$ cat config.mk
export PLATFORM = sky130hd
export DESIGN_NAME = skma_ctrl
export DESIGN_NICKNAME = d
export VERILOG_FILES = /design/src/hdl/sorted_key_merge_accumulator_unit_assert.svh /design/src/hdl/skma_pkg.sv /design/src/hdl/skma_ctrl.sv
export SDC_FILE = /design/constraint.sdc
export NUM_CORES = 1
export LEC_CHECK = 0
export BUFFER_PORTS_ARGS = -buffer_cell sky130_fd_sc_hd__buf_4
export CORE_AREA = 5 5 42 44
export DETAILED_ROUTE_END_ITERATION = 16
export DIE_AREA = 0 0 47 49
export GPL_TIMING_DRIVEN = 0
export PLACE_DENSITY_LB_ADDON = 0.12
export SLEW_MARGIN = 10
export SYNTH_ARGS = -nofsm -noshare
export SYNTH_HDL_FRONTEND = slang
export SYNTH_SLANG_ARGS = --single-unit
$ cat constraint.sdc
create_clock -name clk -period 3.56 [get_ports clk]
set_clock_uncertainty 0.1 [all_clocks]
set_input_delay 0.178 -clock clk [delete_from_list [all_inputs] [get_ports clk]]
set_output_delay 0.178 -clock clk [all_outputs]
set_load 0.03 [all_outputs]
$ cat src/hdl/sorted_key_merge_accumulator_unit_assert.svh
// ----------------------------------------------------------------------------
// Assertion macros for the sorted key merge accumulator
// Same-cycle and next-cycle implication checks on the rising clock edge.
// ----------------------------------------------------------------------------
`ifndef SORTED_KEY_MERGE_ACCUMULATOR_UNIT_ASSERT_SVH
`define SORTED_KEY_MERGE_ACCUMULATOR_UNIT_ASSERT_SVH

// antecedent implies consequent in the same cycle
`define SKMA_ASSERT_NOW(lbl, ante, cons, msg) \
	lbl: assert property (@(posedge clk) disable iff (!arst_n) (ante) |-> (cons)) \
		else $error(msg);

// antecedent implies consequent in the next cycle
`define SKMA_ASSERT_NEXT(lbl, ante, cons, msg) \
	lbl: assert property (@(posedge clk) disable iff (!arst_n) (ante) |=> (cons)) \
		else $error(msg);

`endif

$ cat src/hdl/skma_pkg.sv
// ----------------------------------------------------------------------------
// skma_pkg
// Shared constants, codes and controller/datapath interface types.
// ----------------------------------------------------------------------------
`timescale 1ns / 1ps

package skma_pkg;

	localparam int TABLE_DEPTH = 256;
	localparam int IDX_W       = (TABLE_DEPTH > 1) ? $clog2(TABLE_DEPTH) : 1;
	localparam int CNT_W       = $clog2(TABLE_DEPTH + 1);

	localparam int KEY_W     = 32;
	localparam int VAL_W     = 32;
	localparam int COUNT_W   = 16;
	localparam int SUM_W     = 48;
	localparam int TOL_W     = 16;
	localparam int RIDX_W    = 8;
	localparam int OIDX_W    = 8;
	localparam int USED_W    = 9;
	localparam int MODE_W    = 2;
	localparam int CFG_IDX_W = 1;

	localparam logic [MODE_W-1:0] MODE_ADD   = 2'd0;
	localparam logic [MODE_W-1:0] MODE_READ  = 2'd1;
	localparam logic [MODE_W-1:0] MODE_CLEAR = 2'd2;

	localparam logic [CFG_IDX_W-1:0] CFG_SKIP_TOL  = 1'b0;
	localparam logic [CFG_IDX_W-1:0] CFG_MERGE_TOL = 1'b1;

	typedef enum logic [2:0] {
		ST_APPENDED  = 3'd0,
		ST_MERGED    = 3'd1,
		ST_INSERTED  = 3'd2,
		ST_DROPPED   = 3'd3,
		ST_READ_OK   = 3'd4,
		ST_READ_OOR  = 3'd5,
		ST_CLEARED   = 3'd6
	} status_t;

	typedef struct packed {
		logic [KEY_W-1:0]   key;
		logic [COUNT_W-1:0] count;
		logic [SUM_W-1:0]   sum;
	} entry_t;

	// controller -> datapath
	typedef struct packed {
		logic    take_item;
		logic    scan_rd;
		logic    idx_inc;
		logic    shift_init;
		logic    shift_rd;
		logic    shift_wr;
		logic    merge_wr;
		logic    new_wr;
		logic    read_rd;
		logic    clear_used;
		logic    res_load;
		status_t res_status;
		logic    out_load;
	} cmd_t;

	// datapath -> controller
	typedef struct packed {
		logic [MODE_W-1:0] mode;
		logic              scan_end;
		logic              passed;
		logic              mergeable;
		logic              full;
		logic              shift_done;
		logic              at_end;
		logic              read_ok;
	} sts_t;

endpackage

$ cat src/hdl/skma_ctrl.sv
// ----------------------------------------------------------------------------
// skma_ctrl
// Sequencer for add/read/clear: walks the table, merges, or shifts and
// inserts (or drops when full), then hands the result to the output register.
// ----------------------------------------------------------------------------
`timescale 1ns / 1ps

module skma_ctrl
	import skma_pkg::*;
(
	input  logic clk,
	input  logic arst_n,
	input  logic in_valid,
	output logic in_ready,
	output logic out_valid,
	input  logic out_ready,
	input  sts_t sts,
	output cmd_t cmd
);

	typedef enum logic [3:0] {
		S_IDLE,
		S_DISPATCH,
		S_SCAN,
		S_EVAL,
		S_MERGE,
		S_PLACE,
		S_SHIFT_RD,
		S_SHIFT_WR,
		S_READ,
		S_DONE
	} state_t;

	state_t state_q, state_d;
	logic   out_valid_q;
	logic   out_free;

	assign out_free  = !out_valid_q || out_ready;
	assign in_ready  = (state_q == S_IDLE);
	assign out_valid = out_valid_q;

	always_comb begin
		cmd     = '0;
		cmd.res_status = ST_CLEARED;
		state_d = state_q;
		case (state_q)
			S_IDLE: begin
				if (in_valid) begin
					cmd.take_item = 1'b1;
					state_d = S_DISPATCH;
				end
			end
			S_DISPATCH: begin
				case (sts.mode)
					MODE_ADD: state_d = S_SCAN;
					MODE_READ: begin
						if (sts.read_ok) begin
							cmd.read_rd = 1'b1;
							state_d = S_READ;
						end else begin
							cmd.res_load   = 1'b1;
							cmd.res_status = ST_READ_OOR;
							state_d = S_DONE;
						end
					end
					MODE_CLEAR: begin
						cmd.clear_used = 1'b1;
						cmd.res_load   = 1'b1;
						cmd.res_status = ST_CLEARED;
						state_d = S_DONE;
					end
					default: state_d = S_IDLE;
				endcase
			end
			S_SCAN: begin
				if (sts.scan_end) begin
					state_d = S_PLACE;
				end else begin
					cmd.scan_rd = 1'b1;
					state_d = S_EVAL;
				end
			end
			S_EVAL: begin
				if (sts.passed) begin
					cmd.idx_inc = 1'b1;
					state_d = S_SCAN;
				end else if (sts.mergeable) begin
					state_d = S_MERGE;
				end else begin
					state_d = S_PLACE;
				end
			end
			S_MERGE: begin
				cmd.merge_wr   = 1'b1;
				cmd.res_load   = 1'b1;
				cmd.res_status = ST_MERGED;
				state_d = S_DONE;
			end
			S_PLACE: begin
				if (sts.full) begin
					cmd.res_load   = 1'b1;
					cmd.res_status = ST_DROPPED;
					state_d = S_DONE;
				end else begin
					cmd.shift_init = 1'b1;
					state_d = S_SHIFT_RD;
				end
			end
			S_SHIFT_RD: begin
				if (sts.shift_done) begin
					cmd.new_wr     = 1'b1;
					cmd.res_load   = 1'b1;
					cmd.res_status = sts.at_end ? ST_APPENDED : ST_INSERTED;
					state_d = S_DONE;
				end else begin
					cmd.shift_rd = 1'b1;
					state_d = S_SHIFT_WR;
				end
			end
			S_SHIFT_WR: begin
				cmd.shift_wr = 1'b1;
				state_d = S_SHIFT_RD;
			end
			S_READ: begin
				cmd.res_load   = 1'b1;
				cmd.res_status = ST_READ_OK;
				state_d = S_DONE;
			end
			S_DONE: begin
				if (out_free) begin
					cmd.out_load = 1'b1;
					state_d = S_IDLE;
				end
			end
			default: state_d = S_IDLE;
		endcase
	end

	always_ff @(posedge clk or negedge arst_n) begin
		if (!arst_n) begin
			state_q     <= S_IDLE;
			out_valid_q <= 1'b0;
		end else begin
			state_q <= state_d;
			if (cmd.out_load) begin
				out_valid_q <= 1'b1;
			end else if (out_ready) begin
				out_valid_q <= 1'b0;
			end
		end
	end

endmodule
==> results of run 1 <==
## flip-flops by register name, summed over array words and instances, names as in the netlist
register   flops
state_q        4
out_valid      1
## how the worst max path moves through the flow
stage | from | to | slack, ns | cells past startpoint
2_1_floorplan | state_q[1] | cmd[11] | 1.64 | 3
3_3_place_gp | state_q[1] | cmd[1] | 1.93 | 5
3_5_place_dp | state_q[1] | cmd[1] | 1.93 | 5
4_1_cts | state_q[1] | cmd[1] | 1.66 | 5
5_1_grt | state_q[1] | cmd[1] | 1.56 | 5
6_report | state_q[1] | cmd[1] | 1.66 | 5
## worst register-to-register path: stages, from the launching register on
cell and delay, ns:
dfrtp_1 0.41, buf_4 0.19, nand2b_1 0.17, a21oi_1 0.29, o22ai_1 0.12
## cell type report
| cell class | instances | area, um^2 | area share (%) |
|---|---|---|---|
| multi-input cells | 59 | 429.2 | 47.91 |
| repair buffers | 30 | 227.7 | 25.42 |
| flip-flops and latches | 5 | 125.1 | 13.97 |
| plain buffers | 5 | 45.04 | 5.028 |
| clock buffers | 4 | 26.28 | 2.933 |
| inverters | 6 | 22.52 | 2.514 |
| well taps | 16 | 20.02 | 2.235 |
## logic make-up (layout without fill, tap and decap cells)
logic type,count (synthesis),after routing
flops,5,5
compound gates,15,15
mux,1,1
fa+ha+maj,3,3
xor+xnor,1,1
buf+inv,11,45
simple gates,39,39
## synthesized netlist by cell type
| master | count |
|---|---|
| o211ai_1 | 1 |
| nor3_1 | 3 |
| nand2b_1 | 3 |
| nor2b_1 | 6 |
| a211oi_2 | 1 |
| nor2_1 | 6 |
| inv_1 | 5 |
| o32ai_1 | 1 |
| a32o_1 | 1 |
| and3_1 | 2 |
| ha_1 | 3 |
| nor4_2 | 1 |
| nor3b_1 | 1 |
| nand2_1 | 4 |
| nor4_1 | 1 |
| and2b_1 | 1 |
| dfrtp_1 | 5 |
| a22oi_1 | 2 |
| nor4b_4 | 1 |
| and4bb_1 | 2 |
| a32oi_1 | 1 |
| buf_6 | 2 |
| o21ai_0 | 1 |
| mux2_1 | 1 |
| nor2b_2 | 1 |
| o22ai_1 | 1 |
| xor2_1 | 1 |
| buf_4 | 3 |
| nand2_2 | 1 |
| o21ai_1 | 1 |
| o311ai_1 | 1 |
| or2_1 | 1 |
| inv_2 | 1 |
| a21oi_1 | 3 |
| nand3_1 | 2 |
| and2_1 | 3 |
| a221oi_2 | 1 |
## power by group
part,leakage (nW),internal (mW),switching (mW),total [mW]
Clock,0.0150,0.0426,0.0263,0.0689
Combinational,0.367,0.233,0.332,0.565
Sequential,0.0649,0.0828,0.0147,0.0976
Total,0.447,0.358,0.374,0.732
## metal layers
layer	up-vias	part of all wire (%)	wire, um
met2	24	52	908
met1	318	40	698
met4	0	1.1	20
met5	-	0	0
met3	4	7.0	123
li1	336	-	-
## what timing repair did
| action | 4_1_cts | 5_1_grt |
|---|---|---|
| hold endpoints to repair | 5 | 0 |
| setup buffers | 0 | 0 |
| hold buffers | 1 | 0 |
## per-stage QoR
stage / area (um^2) / util [%]
floorplan: 621.8 / -
global placement: 859.6 / 61.34
detailed placement: 859.6 / 61.34
CTS: 895.9 / 63.93
global route: 895.9 / 63.93
finish: 895.9 / 63.93
==> flow_summary.yaml, run 1 <==
global_routing:
  antenna_found_initial: 0
  grt_use_total_pct: 16.25
  grt.busiest_layer: "met2"
  grt_pass1_wl_mm: 2.808
  use_met2_pct: 27.60
  grt_start_max_net_pins: 11
  met1_usage_pct: 18.67
  use_met3_pct: 4.428
  grt_pass1_vias: 672
  grt_overflow: 0
job:
  maxCapViolCount: 0
worst_setup_path:
  critPathRequiredTime_ns: 3.28
  worstRegToRegCells: 4
  crit_fanout: 8
  arrival_ns: 1.62
  crit_path_start_kind: "flip-flop"
  r2r_end: "state_q[2]"
  r2r_start: "state_q[0]"
  endpoint_kind: "output port"
  cp_slowest_cell: "nor4b_4"
  r2r_slack_ns: 2.15
  max_stage_delay_ns: 0.41
  worstPathCellList: "buf_6 -> nor4b_4 -> nand2_2 -> o32ai_1 -> buf_4"
  crit_type: "flip-flop to output port"
  crit_family: "simple AND/OR/NAND/NOR gates"
  crit_buf_inv: 2
clock_network:
  cts_root_buf: "clkbuf_4"
  cts-buffers-inserted: 3
  cts_buffer_depth: 2
  clk_pin_slew_ns: 0.04
  htree_levels: 1
  cts_resized: 0
  cts_tree: "done"
  cts_sinks: 5
  insertion_delay_ns: 0.25
cells_and_area:
  final_layout_size_suffix_gt1_share_pct: 40.37
  nets: 126
  antenna_cells: 0
  layout_commonest_cell: "buf_4"
  syn2layout_area_growth_pct: 44.06
  mostFrequentLayoutCells: "buf_4, nor2_1, nor2b_1"
  fillers: 127
  stdcell_count: 125
floorplan:
  core_um2: 1401
  core.rowCount: 14
  die_h_um: 49
  die_w_um: 47
  die-area_um2: 2303
  start_util_pct: 44.37
  ioPinCount: 30
power:
  power_density_nw_per_um2: 816.7
  power_mw: 0.7317
  ir_drop_uv: 582.9
  p_leak_nw: 0.4472
detailed_routing:
  drc: 0
  drt-pass1-iter-count: 4
  first_iter_violations: 19
  wl_mm: 1.751
  ant_nets: 0
  wl_per_cell_um: 14.01
  avgViaCountPerCell: 5.456
  vias: 682
synthesis:
  yosysTopAreaCell: "dfrtp_1"
  synth-simple-area-share_pct: 40.85
  synth-compound-area-share_pct: 18.91
  synth_xor_area_share_pct: 1.408
  synthMuxAreaShare_pct: 1.811
  seq_area_frac_synth_pct: 20.12
  synth_top_family_by_area: "simple AND/OR/NAND/NOR gates"
  ys_warn_count: 0
  avgSynthCellArea_um2: 8.291
  synth_seq_cells: 5
  synth_area_leaders: "dfrtp_1, ha_1, nor2b_1"
  synth_top_area_share_pct: 20.12
  synth_cell_types: 37
  synthAdderAreaFrac_pct: 6.036
  syn_nets: 91
  syn_area_um2: 621.8
  syn_inst: 75
sta:
  period_share_pct: 53.43
  finalHoldViolCount: 0
  rsz0062_at_grt: "false"
  maxSlewHeadroom_pct: 75.17
  timing.hold.ws_ns: 0.1244
  worst_pin_slew_ns: 0.3709
  max_freq_mhz: 525.8
  worst_slack_ns: 1.658
  period_minus_slack_ns: 1.902
  setup_viol: 0
  fin_setup_tns_ns: 0
  maxSlewViolCount: 0
placement:
  dpl.cell_count: 120
  routabilityCongestion: 0.7705
  dpl_worst_slack_ns: 1.932
  dp_hpwl_mm: 1.352
  numPortBuffers: 29
hold_path:
  holdCritStartpoint: "sts[6]"
  holdCritPathClass: "input port to flip-flop"
  holdPathEnd: "state_q[2]"
  min_path_cells: 3
run_status:
  outcome: "finished clean"
Power figures use the tool's default switching activity.
==> run 2, diff against run 1 <==
CORE_AREA = default   (was 5 5 42 44)
CORE_MARGIN = 5   (was default)
CORE_UTILIZATION = 44   (was default)
DIE_AREA = default   (was 0 0 47 49)
clock period = 1.76 ns   (was 3.56 ns; I/O delays follow)
==> flow_summary.yaml, run 2 (synthesized netlist as in run 1, its figures left out) <==
cells_and_area:
  final_area_um2: 974.7
  nets: 130
  final_layout_size_suffix_gt1_share_pct: 46.90
  stdcell_count: 128
  largest_register_ffs: 4
  antenna_cells: 0
  mostFrequentLayoutCells: "buf_4, buf_6, nor2_1, nor2b_1"
  fillers: 113
  syn2layout_area_growth_pct: 56.74
  layout_commonest_cell: "buf_4"
  top_register: "state_q"
clock_network:
  htree_levels: 1
  clk_pin_slew_ns: 0.04
  cts-buffers-inserted: 3
  cts_sinks: 5
  cts_tree: "done"
  insertion_delay_ns: 0.24
  cts_buffer_depth: 2
  cts_root_buf: "clkbuf_4"
worst_setup_path:
  arrival_ns: 1.52
  crit_path_end: "cmd[6]"
  worstRegToRegCells: 5
  crit_path_start_kind: "flip-flop"
  endpoint_kind: "output port"
  cp_slowest_cell: "dfrtp_1"
  setup.worst_path.start: "state_q[1]"
  critPathRequiredTime_ns: 1.57
  crit_fanout: 7
  r2r_slack_ns: 0.21
  worstPathCellList: "buf_6 -> nor4b_4 -> buf_4 -> and3_4 -> buf_6"
  crit_type: "flip-flop to output port"
  worst_path_most_repeated_cell: "buf_6"
  max_stage_delay_ns: 0.36
  r2r_start: "state_q[1]"
  r2r_end: "state_q[0]"
floorplan:
  die_w_um: 47.60
  start_util_pct: 47.20
  core_um2: 1318
  ioPinCount: 30
  core.rowCount: 13
  die_h_um: 47.60
  die-area_um2: 2265
placement:
  routabilityCongestion: 0.7389
  dp_hpwl_mm: 1.356
  place_area_um2: 873.3
  numPortBuffers: 29
  dpl.cell_count: 119
  dpl_worst_slack_ns: 0.2366
job:
  maxCapViolCount: 0
sta:
  period_share_pct: 97.03
  period_minus_slack_ns: 1.708
  worst_pin_slew_ns: 0.3244
  timing.hold.ws_ns: 0.04090
  max_freq_mhz: 585.5
  setup_viol: 0
  finalHoldViolCount: 0
  maxSlewHeadroom_pct: 78.03
  worst_slack_ns: 0.05220
  maxSlewViolCount: 0
global_routing:
  antenna_found_initial: 0
  grt_start_max_net_pins: 11
  grt_use_total_pct: 16.12
  grt_pass1_vias: 641
  grt_overflow: 0
  grt_pass1_wl_mm: 2.635
detailed_routing:
  first_iter_violations: 16
  drt-pass1-iter-count: 4
  vias: 702
  drc: 0
  wl_per_cell_um: 13.16
  avgViaCountPerCell: 5.484
  ant_nets: 0
  wl_mm: 1.684
power:
  p_comb_share_pct: 79.7
  power_mw: 1.636
  ir_drop_uv: 826.7
  p_leak_nw: 0.4754
  power_density_nw_per_um2: 1679
  clock_power_share_pct: 8.0
  p_switching_mw: 0.7986
  switching_share_pct: 48.81
  intPower_mw: 0.8375
  p_seq_share_pct: 12.3
hold_path:
  holdCritPathClass: "input port to flip-flop"
run_status:
  outcome: "finished clean"
[run 2: how the worst min path moves through the flow]
stage / start / end / slack [ns] / cells after the start
2_1_floorplan: arst_n / out_valid / -0.31 / 0
3_3_place_gp: arst_n / state_q[3] / -0.21 / 1
3_5_place_dp: arst_n / state_q[3] / -0.21 / 1
4_1_cts: sts[6] / state_q[2] / 0.04 / 3
5_1_grt: sts[6] / state_q[2] / 0.04 / 3
6_report: sts[6] / state_q[2] / 0.04 / 3
[run 2: area by class of cell]
class                   count  area (um^2)  share of cell area, %
multi-input cells          59        464.2                  47.63
flip-flops and latches      5        125.1                  12.84
well taps                  15        18.77                  1.926
plain buffers               5        56.30                  5.777
inverters                   6        22.52                  2.311
clock buffers               4        26.28                  2.696
repair buffers             34        261.5                  26.83
[run 2: metrics by stage]
step / utilization (%) / TNS, ns
global route: 73.98 / -0.002050
global placement: 66.29 / 0
floorplan: - / 0
finish: 73.98 / 0
detailed placement: 66.29 / 0
CTS: 69.90 / 0
[run 2: power by group through the flow]
| stage | Clock (mW) | Combinational (mW) | Sequential, mW |
|---|---|---|---|
| global placement | 0 | 1.15 | 0.198 |
| detailed placement | 0 | 1.16 | 0.200 |
| floorplan | 0 | 0.834 | 0.217 |
| finish | 0.130 | 1.30 | 0.201 |
| CTS | 0.136 | 1.20 | 0.198 |
| global route | 0.152 | 1.39 | 0.206 |
[run 2: timing repair]
| item | CTS | global route |
|---|---|---|
| cloned | 0 | 0 |
| hold buffers | 1 | 0 |
| endpoints found under the setup margin | 3 | 5 |
| resized for setup | 1 | 8 |
| endpoints found under the hold margin | 5 | 0 |
| setup buffers | 1 | 3 |
| pin swaps | 1 | 3 |
[run 2: worst max-delay path: cells and delay by family, from the launching register on]
kind / cells / cell delay (ns)
flops: 1 / 0.36
buf+inv: 3 / 0.42
simple gates: 2 / 0.49
[run 2: layer usage]
metal	track usage (%)	share of wire, %	vias up	routed length (um)
met5	0	0	-	0
met4	1.613	0.83	0	14
met3	6.391	8.0	2	135
met2	26.20	50	28	844
met1	20.99	41	329	690
li1	-	-	343	-
==> run 3, diff against run 2 <==
RECOVER_POWER = 25   (was default)
==> flow_summary.yaml, run 3 (synthesized netlist as in run 1, its figures left out) <==
run_status:
  outcome: "finished clean"
clock_network:
  clk_pin_slew_ns: 0.04
  cts_tree: "done"
  htree_levels: 1
  cts_root_buf: "clkbuf_4"
  cts_sinks: 5
  insertion_delay_ns: 0.24
  cts_buffer_depth: 2
  cts-buffers-inserted: 3
global_routing:
  grt_overflow: 0
  antenna_found_initial: 0
  grt_pass1_wl_mm: 2.635
  grt_use_total_pct: 16.12
  grt_pass1_vias: 641
  grt_start_max_net_pins: 11
worst_setup_path:
  critPathRequiredTime_ns: 1.57
  max_stage_delay_ns: 0.36
  worstPathCellList: "buf_6 -> nor4b_4 -> buf_4 -> and3_4 -> buf_6"
  r2r_slack_ns: 0.21
  endpoint_kind: "output port"
  r2r_end: "state_q[0]"
  arrival_ns: 1.52
  crit_path_start_kind: "flip-flop"
  crit_family: "simple AND/OR/NAND/NOR gates"
  crit_type: "flip-flop to output port"
  crit_fanout: 7
  cp_slowest_cell: "dfrtp_1"
  worstRegToRegCells: 5
  crit_buf_inv: 3
  r2r_start: "state_q[1]"
  worst_path_most_repeated_cell: "buf_6"
sta:
  fin_setup_tns_ns: 0
  maxSlewHeadroom_pct: 75.66
  worst_pin_slew_ns: 0.3667
  period_share_pct: 97.03
  period_minus_slack_ns: 1.708
  worst_slack_ns: 0.05220
  setup_viol: 0
  max_freq_mhz: 585.6
  maxSlewViolCount: 0
  finalHoldViolCount: 0
power:
  power_mw: 1.624
  ir_drop_uv: 824.6
  power_density_nw_per_um2: 1680
  p_leak_nw: 0.4678
detailed_routing:
  drc: 0
  drt-pass1-iter-count: 4
  wl_mm: 1.680
  vias: 702
  wl_per_cell_um: 13.13
  ant_nets: 0
  first_iter_violations: 16
  avgViaCountPerCell: 5.484
cells_and_area:
  final_layout_size_suffix_gt1_share_pct: 45.13
  stdcell_count: 128
  antenna_cells: 0
  final_area_um2: 967.2
  top_register: "state_q"
  largest_register_ffs: 4
  layout_commonest_cell: "buf_4"
  syn2layout_area_growth_pct: 55.53
  mostFrequentLayoutCells: "buf_4, buf_6, nor2_1, nor2b_1"
  nets: 130
placement:
  place_area_um2: 873.3
  dp_hpwl_mm: 1.356
  numPortBuffers: 29
  dpl_worst_slack_ns: 0.2366
  dpl.cell_count: 119
  routabilityCongestion: 0.7389
hold_path:
  min_path_cells: 3
  holdCritStartpoint: "sts[6]"
  holdCritPathClass: "input port to flip-flop"
  holdPathEnd: "state_q[2]"
floorplan:
  core.rowCount: 13
  die_w_um: 47.60
  die-area_um2: 2265
  ioPinCount: 30
  start_util_pct: 47.20
  core_um2: 1318
  die_h_um: 47.60
job:
  maxCapViolCount: 0
-- run 3: changes by cell type in the layout (fill, tap and decap cells not counted), sizes merged --
cell    before  now
clkbuf       4    6
buf         38   36
-- run 3: layout make-up --
type / instances / area, um^2
sequential: 5 / 125.1
buffer: 5 / 56.30
clock buffer: 4 / 26.28
multi-input combinational: 59 / 464.2
inverter: 6 / 22.52
timing repair buffer: 34 / 254.0
tap: 15 / 18.77
fill: 112 / 350.3
-- run 3: timing repair --
action                                  CTS  global route
resized for setup                         1             8
hold buffers                              1             0
endpoints found under the hold margin     5             0
pin swaps                                 1             3
setup buffers                             1             3
endpoints found under the setup margin    3             5
-- run 3: power by group --
group	total (mW)	internal (mW)	switching, mW
Clock	0.130	0.0856	0.0448
Combinational	1.29	0.573	0.720
Sequential	0.201	0.168	0.0334
-- run 3: stage by stage --
| step | utilization (%) | hold slack (ns) |
|---|---|---|
| final | 73.41 | 0.04090 |
| after global routing | 73.41 | 0.04149 |
| after CTS | 69.90 | 0.03873 |
| after global placement | 66.29 | -0.2087 |
| after floorplan | - | -0.3076 |
| after detailed placement | 66.29 | -0.2068 |
-- run 3: layer usage --
layer,up-vias,track usage [%],wire (um)
li1,343,-,-
met1,329,20.99,688
met2,28,26.20,842
met3,2,6.391,135
met4,0,1.613,14
met5,-,0,0
-- run 3: how the worst max path moves through the flow --
stage / to / slack, ns / startpoint / cells past startpoint
after global placement: cmd[3] / 0.24 / state_q[0] / 5
after global routing: cmd[6] / -0.002 / state_q[1] / 5
after floorplan: cmd[1] / 0.01 / state_q[3] / 3
after detailed placement: cmd[3] / 0.24 / state_q[0] / 5
after CTS: cmd[6] / 0.03 / state_q[2] / 5
final: cmd[6] / 0.05 / state_q[1] / 5
-- run 3: worst reg2reg max path, cell delays in order, from the launching register on --
cell,delay [ns]
dfrtp_1,0.36
buf_6,0.13
buf_4,0.14
nor3_1,0.20
mux2_1,0.34
a22oi_1,0.19
